[config.mk]
export PLATFORM = sky130hd
export DESIGN_NAME = lsbm_decode
export DESIGN_NICKNAME = d
export VERILOG_FILES = /design/src/rtl/core/lsbm_pkg.sv /design/src/rtl/core/lsbm_decode.sv
export SDC_FILE = /design/constraint.sdc
export NUM_CORES = 1
export LEC_CHECK = 0
export ABC_AREA = 1
export BUFFER_PORTS_ARGS = -buffer_cell sky130_fd_sc_hd__buf_4
export CAP_MARGIN = 20
export CORE_ASPECT_RATIO = 1.2
export CORE_MARGIN = 1.5
export CORE_UTILIZATION = 45
export DETAILED_ROUTE_END_ITERATION = 8
export GPL_TIMING_DRIVEN = 0
export PLACE_DENSITY = 0.71
export SETUP_SLACK_MARGIN = 0.15
export SLEW_MARGIN = 20
export SYNTH_ARGS = -nofsm -noshare
export SYNTH_HDL_FRONTEND = slang
export SYNTH_SLANG_ARGS = --single-unit
[constraint.sdc]
create_clock -name vclk -period 5.82
set_input_delay 1.164 -clock vclk [all_inputs]
set_output_delay 1.164 -clock vclk [all_outputs]
set_load 0.05 [all_outputs]
[src/rtl/core/lsbm_pkg.sv]
// Shared types and constants for the RV32 load/store byte memory.
// Used by the address decoder, the top level and the port checker.
// Depends on nothing.
package lsbm_pkg;

    localparam int unsigned DEFAULT_RAM_SIZE = 65536;
    localparam int unsigned NUM_BANKS        = 4;

    localparam logic [31:0] DEBUG_ADDR_RESET = 32'hFFFF_FFFF;

    // Command codes.
    localparam logic CMD_LOAD  = 1'b0;
    localparam logic CMD_STORE = 1'b1;

    // Access size codes, width_code[1:0].
    localparam logic [1:0] LSZ_BYTE = 2'b00;
    localparam logic [1:0] LSZ_HALF = 2'b01;
    localparam logic [1:0] LSZ_WORD = 2'b10;
    localparam logic [1:0] LSZ_BAD  = 2'b11;

    // Largest width code that a store may use.
    localparam logic [2:0] FUNC3_STORE_MAX = 3'b010;

    localparam logic [7:0] NEWLINE = 8'h0A;

    // Per-access control produced by the decoder.
    typedef struct packed {
        logic                 fault;
        logic                 dbg_valid;
        logic [7:0]           dbg_byte;
        logic                 dbg_line_end;
        logic [NUM_BANKS-1:0] bank_rd;
        logic [NUM_BANKS-1:0] bank_wr;
    } lsbm_ctrl_t;

endpackage

[src/rtl/core/lsbm_decode.sv]
// Address decoder: splits an access into per-bank rows and enables,
// checks for faults and picks out a byte aimed at the debug address.
// Depends on lsbm_pkg.
module lsbm_decode #(
    parameter int unsigned RAM_SIZE = lsbm_pkg::DEFAULT_RAM_SIZE,
    parameter int unsigned ROW_W    = 14
) (
    input  logic                    command,
    input  logic [31:0]             address,
    input  logic [2:0]              width_code,
    input  logic [31:0]             store_data,
    input  logic [31:0]             debug_address,
    output lsbm_pkg::lsbm_ctrl_t    ctrl,
    output logic [ROW_W-1:0]        row   [lsbm_pkg::NUM_BANKS],
    output logic [7:0]              wdata [lsbm_pkg::NUM_BANKS]
);

    localparam logic [32:0] RAM_LIMIT = 33'(RAM_SIZE);
    localparam int unsigned NB        = lsbm_pkg::NUM_BANKS;

    logic [31:0]   byte_addr [NB];
    logic [NB-1:0] byte_en;
    logic [NB-1:0] hit_dbg;
    logic [NB-1:0] outside;
    logic          is_store;
    logic          bad_code;
    logic          fault;
    logic [7:0]    dbg_byte;

    always_comb
    begin
        is_store = (command == lsbm_pkg::CMD_STORE);
        bad_code = (width_code[1:0] == lsbm_pkg::LSZ_BAD) ||
                   (is_store && (width_code > lsbm_pkg::FUNC3_STORE_MAX));
        dbg_byte = 8'h00;
        for (int i = 0; i < NB; i++)
        begin
            byte_addr[i] = address + 32'(i);
            if (i == 0)
            begin
                byte_en[i] = 1'b1;
            end
            else if (i == 1)
            begin
                byte_en[i] = (width_code[1:0] != lsbm_pkg::LSZ_BYTE);
            end
            else
            begin
                byte_en[i] = width_code[1];
            end
            hit_dbg[i] = is_store && byte_en[i] && (byte_addr[i] == debug_address);
            outside[i] = byte_en[i] && !hit_dbg[i] && ({1'b0, byte_addr[i]} >= RAM_LIMIT);
            if (hit_dbg[i])
            begin
                dbg_byte = store_data[8*i +: 8];
            end
        end
        fault = bad_code || (|outside);
    end

    // Bank k holds the bytes whose address is k modulo four; the byte of the
    // access that lands there is number (k - address) modulo four.
    always_comb
    begin
        logic [1:0] j;
        ctrl.fault        = fault;
        ctrl.dbg_valid    = !fault && (|hit_dbg);
        ctrl.dbg_byte     = ctrl.dbg_valid ? dbg_byte : 8'h00;
        ctrl.dbg_line_end = ctrl.dbg_valid && (dbg_byte == lsbm_pkg::NEWLINE);
        for (int k = 0; k < NB; k++)
        begin
            j = 2'(k) - address[1:0];
            row[k]        = byte_addr[j][ROW_W+1:2];
            wdata[k]      = store_data[8*j +: 8];
            ctrl.bank_rd[k] = !fault && !is_store && byte_en[j];
            ctrl.bank_wr[k] = !fault && is_store && byte_en[j] && !hit_dbg[j];
        end
    end

endmodule

After elaboration in Yosys (flattened, before gate mapping) --
Index checks and enable logic that the tools add are counted.
Word-level totals: bits of input ports 100, logic and storage cells 112, output and inout bits 107, register bits 0
Operators by class: add/subtract/negate cells 7, shift-type cells 4, reduce and logical (&&, ||, !) cells 45, bitwise logic cells 4, multiplexer cells 33, magnitude comparators 13, eq/ne operators 6
Operators with widths (number):
- 32-bit binary-select mux with 2-bit select | 4
- 32-bit equality test | 4
- 32-bit by 17-bit greater-or-equal comparator with 1-bit output (second input constant) | 4
- 16-bit two-way mux | 8
- 32-bit by 6-bit indexed part select with 8-bit output | 4
- 32-bit by 2-bit adder with 32-bit output (second input constant) | 2
- 8-bit two-way mux | 5
- 32-bit by 1-bit adder with 32-bit output (second input constant) | 1
- 1-bit logical AND | 30
- 1-bit binary-select mux with 2-bit select | 8
- 3-bit greater-or-equal comparator (second input constant) | 4
- 2-bit by 3-bit less-than comparator with 1-bit output (second input constant) | 4
- 2-bit NOT with 3-bit output | 4
- 1-bit zero test | 10
- 8-bit by 4-bit equality test with 1-bit output (second input constant) | 1
- 1-bit two-way mux | 8
- 4-bit OR reduction | 2
- 1-bit by 2-bit subtractor with 2-bit output (first input constant) | 2
- 2-bit subtractor (first input constant) | 2
- 3-bit by 2-bit greater-than comparator with 1-bit output (second input constant) | 1
- 2-bit equality test (second input constant) | 1
- 1-bit logical OR | 2
- 2-bit nonzero test | 1

Logic depth before layout (Yosys ltp) --
word-level depth 12, depth in mapped cells 27, mapped depth without buffers 24

Worst setup path after synthesis --
OpenSTA, ideal clock, no wires.
path kind input -> output, start in address[1], end out ctrl[8] (netlist name), required time 4.656 ns, data arrival time 5.017 ns, stages 22, setup slack -0.361 ns, cell sequence buf_2 > inv_1 > clkbuf_1 > clkbuf_1 > ha_1 > nand2_1 > nand2_2 > nand2_1 > nor2_4 > xor2_1 > nand2_1 > nand2_1 > nand4_1 > nor2_2 > nand3_4 > nand2_2 > nand2_2 > nor2_8 > nand3_2 > nor2_2 > nand3_1 > nor2_1
RTL lines:
- start, declared | RTL line lsbm_decode.sv:9 | input logic [31:0] address,
- end, declared | RTL line lsbm_decode.sv:13 | output lsbm_pkg::lsbm_ctrl_t ctrl,

==> run metrics <==
status=finished, final reports clean; final core utilization=59.7%; fillcell total=around 1,800; area of the mapped netlist=7120 µm²; core area=between 15,000 and 20,000 µm²; vias=between 10,000 and 15,000; share of power burned in the clock network=0%; Vias per Instance=between 5 and 6; Most Frequent Cell on Critical Path=nand2_2; Hold Crit Class=in -> out; DRC viols=0; synthesis-to-layout area growth=30.1%; period utilisation layout=95.6%; crit path DAT=4.40 ns; WHS Endpoint=ctrl[9]; P_leak=between 4 and 5 nW; RSZ-0062 raised after global routing=no; Port-buffer cells=187; post-synth top area share=31.5%; Fin. Hold Viols=0; max-slew violation count=0; Critical Path Slowest Stage Cell=nor2_4; WHS Path Cells=4; Max Cap Viol=0; Critical Path Sink Type=primary output; CP max FO=8; io pins=207; Final Cell Area=9260 µm²; Seq/Total Area, Yosys=0%; initial antenna violation count=0; dpl cell area=8800 µm²; row count=50; Antenna Violating Nets Remaining=0; Hold Crit Start=store_data[24]; overall routing resource usage=43.8%; first-pass GRT wire length=56,400 µm; ANT cells=0; share of cells above drive strength 1=a little over a fifth; CLK BUF=0; pwr dens=104 nW/µm²; Detail Placement HPWL=32,200 µm; ranking of synthesized cells by area=nand2_1 32%, o21ai_0 12%, inv_1 8.5%; vias in the first global route=just under 10,000; fmax=180 MHz; Sequential Power Share=0%; Comb pwr share=100.0%; DRT iter0 DRCs=1,464; WS Path Type=in -> out; Rel. slew slack=50.4%; Gate Count Post-Synth=1,501; Critical Path RT=4.66 ns; Startpoint Class=input port; Post-Synthesis Net Count=1,606; Max rail drop VDD=76.8 µV; die extent in x=about 120 µm; endpoints failing setup=0; Synth area leader=nand2_1; routed len/inst=20.1 µm; largest net degree at the start of global routing=13; DP Cell Count=1,896; sw frac=71.7%; die footprint=16,600 µm²; drt total wl=around 39,000 µm; sw power=0.690 mW; post-route insts no fill=1,923; P_int=0.272 mW; Ys Warns=0; Die Ht=141 µm; slowest cell delay on critical path=0.25 ns; Placer Congestion=1.07; NumNets Final=1,822; sequential cell count=0; Avg Inst Size Synth=4.74 µm²; Tmin final=5.57 ns; Reg area=0 µm²; Tightest Pin Transition=roughly 0.74 ns; Yosys cell types=43; Initial Util=45.9%; hold buffer count at cts=0; grt ovf=0; TritonRoute pass-1 iters=9
critical path, delay by kind of cell:
kind,cells,cell delay (ns)
adder cells (fa/ha/maj),1,0.16
AND/OR/NAND/NOR,19,2.23
buffers and inverters,7,0.84
final cells by class:
class,count,area (µm²),area share (%)
buffer,63,394,4.26
inverter,170,644,6.96
tap,208,260,2.81
multi-input combinational,1268,6350,68.6
timing repair buffer,214,1610,17.4
per-stage QoR:
| step | hold WS (ns) | setup slack (ns) | power [mW] | setup TNS (ns) |
|---|---|---|---|---|
| 6_report | 2.82 | 0.255 | 0.962 | 0 |
| 5_1_grt | 2.84 | 0.0985 | 1.00 | 0 |
| 4_1_cts | 2.81 | 0.155 | 0.919 | 0 |
| 3_5_place_dp | 2.81 | -1.10 | 0.909 | -18.10 |
| 3_3_place_gp | 2.81 | -1.07 | 0.907 | -17.04 |
| 2_1_floorplan | 2.59 | -0.321 | 0.592 | -0.808 |
power groups by stage:
stage               sequential (mW)  clock, mW  combinational (mW)
floorplan                         0          0               0.592
global placement                  0          0               0.907
detailed placement                0          0               0.909
CTS                               0          0               0.919
global route                      0          0                1.00
finish                            0          0               0.962
routing by layer:
layer | global-route usage (%) | up-vias | part of all wire (%)
met5 | 0 | - | 0
met4 | 29.9 | 0 | 9.2
met3 | 5.26 | 214 | 11
met2 | 75.6 | 861 | 45
met1 | 50.6 | 4933 | 35
li1 | - | 5200 | -
what timing repair did:
action | in CTS | in global routing
gates resized for setup | 34 | 41
pin swaps | 7 | 23
buffers inserted | 9 | 18
endpoints found under the setup margin | 43 | 19
cell usage after synthesis (6+ instances only):
cell type / n
a21oi_1: 26
buf_1: 6
buf_2: 15
buf_4: 11
clkbuf_1: 28
inv_1: 162
mux2i_1: 10
nand2_1: 598
nand2_2: 24
nand3_1: 111
nand4_1: 35
nor2_1: 123
nor2_2: 21
nor2_4: 24
nor3_1: 12
nor4_1: 8
o21ai_0: 164
o21ai_1: 13
xnor2_1: 7
xor2_1: 52
placed cells by master, fill, tap and decap left out, types with 3 or more instances in the layout:
cell type	netlist	routed
xor2_1	52	52
buf_1	6	6
mux2i_1	10	10
nand3_2	4	13
xnor2_1	7	6
o21ai_1	13	13
buf_2	15	14
o22ai_1	4	3
buf_8	0	3
buf_4	11	222
inv_2	5	9
nand2_1	598	588
nor3_1	12	11
nor4_1	8	8
nand3_1	111	102
nor2_4	24	28
a21oi_2	0	3
nor2_1	123	116
ha_1	5	3
nor2_2	21	24
o21ai_0	164	164
nand2_2	24	29
a21oi_1	26	23
nand4_1	35	35
nand2_4	3	8
clkbuf_1	28	24
nand3b_1	5	5
buf_6	2	5
inv_1	162	157
cells by family (layout without fill, tap and decap cells):
| logic type | count (synthesis) | after routing | synth area share (%) |
|---|---|---|---|
| buffers and inverters | 233 | 447 | 13.4 |
| adder cells (fa/ha/maj) | 5 | 5 | 0.879 |
| multiplexers | 10 | 10 | 1.41 |
| XOR/XNOR | 60 | 60 | 7.57 |
| AO/OA/AOI/OAI | 215 | 215 | 15.5 |
| AND/OR/NAND/NOR | 978 | 978 | 61.3 |
how the worst max path moves through the flow:
| stage | startpoint | end | slack (ns) | cells after the start |
|---|---|---|---|---|
| after floorplan | address[1] | ctrl[2] | -0.32 | 20 |
| after global placement | address[1] | ctrl[8] | -1.07 | 23 |
| after detailed placement | address[1] | ctrl[8] | -1.10 | 23 |
| after CTS | address[0] | ctrl[8] | 0.15 | 23 |
| after global routing | address[1] | ctrl[8] | 0.1 | 27 |
| final | address[1] | ctrl[8] | 0.25 | 27 |
Note: power is estimated with default switching activity, not from simulation.
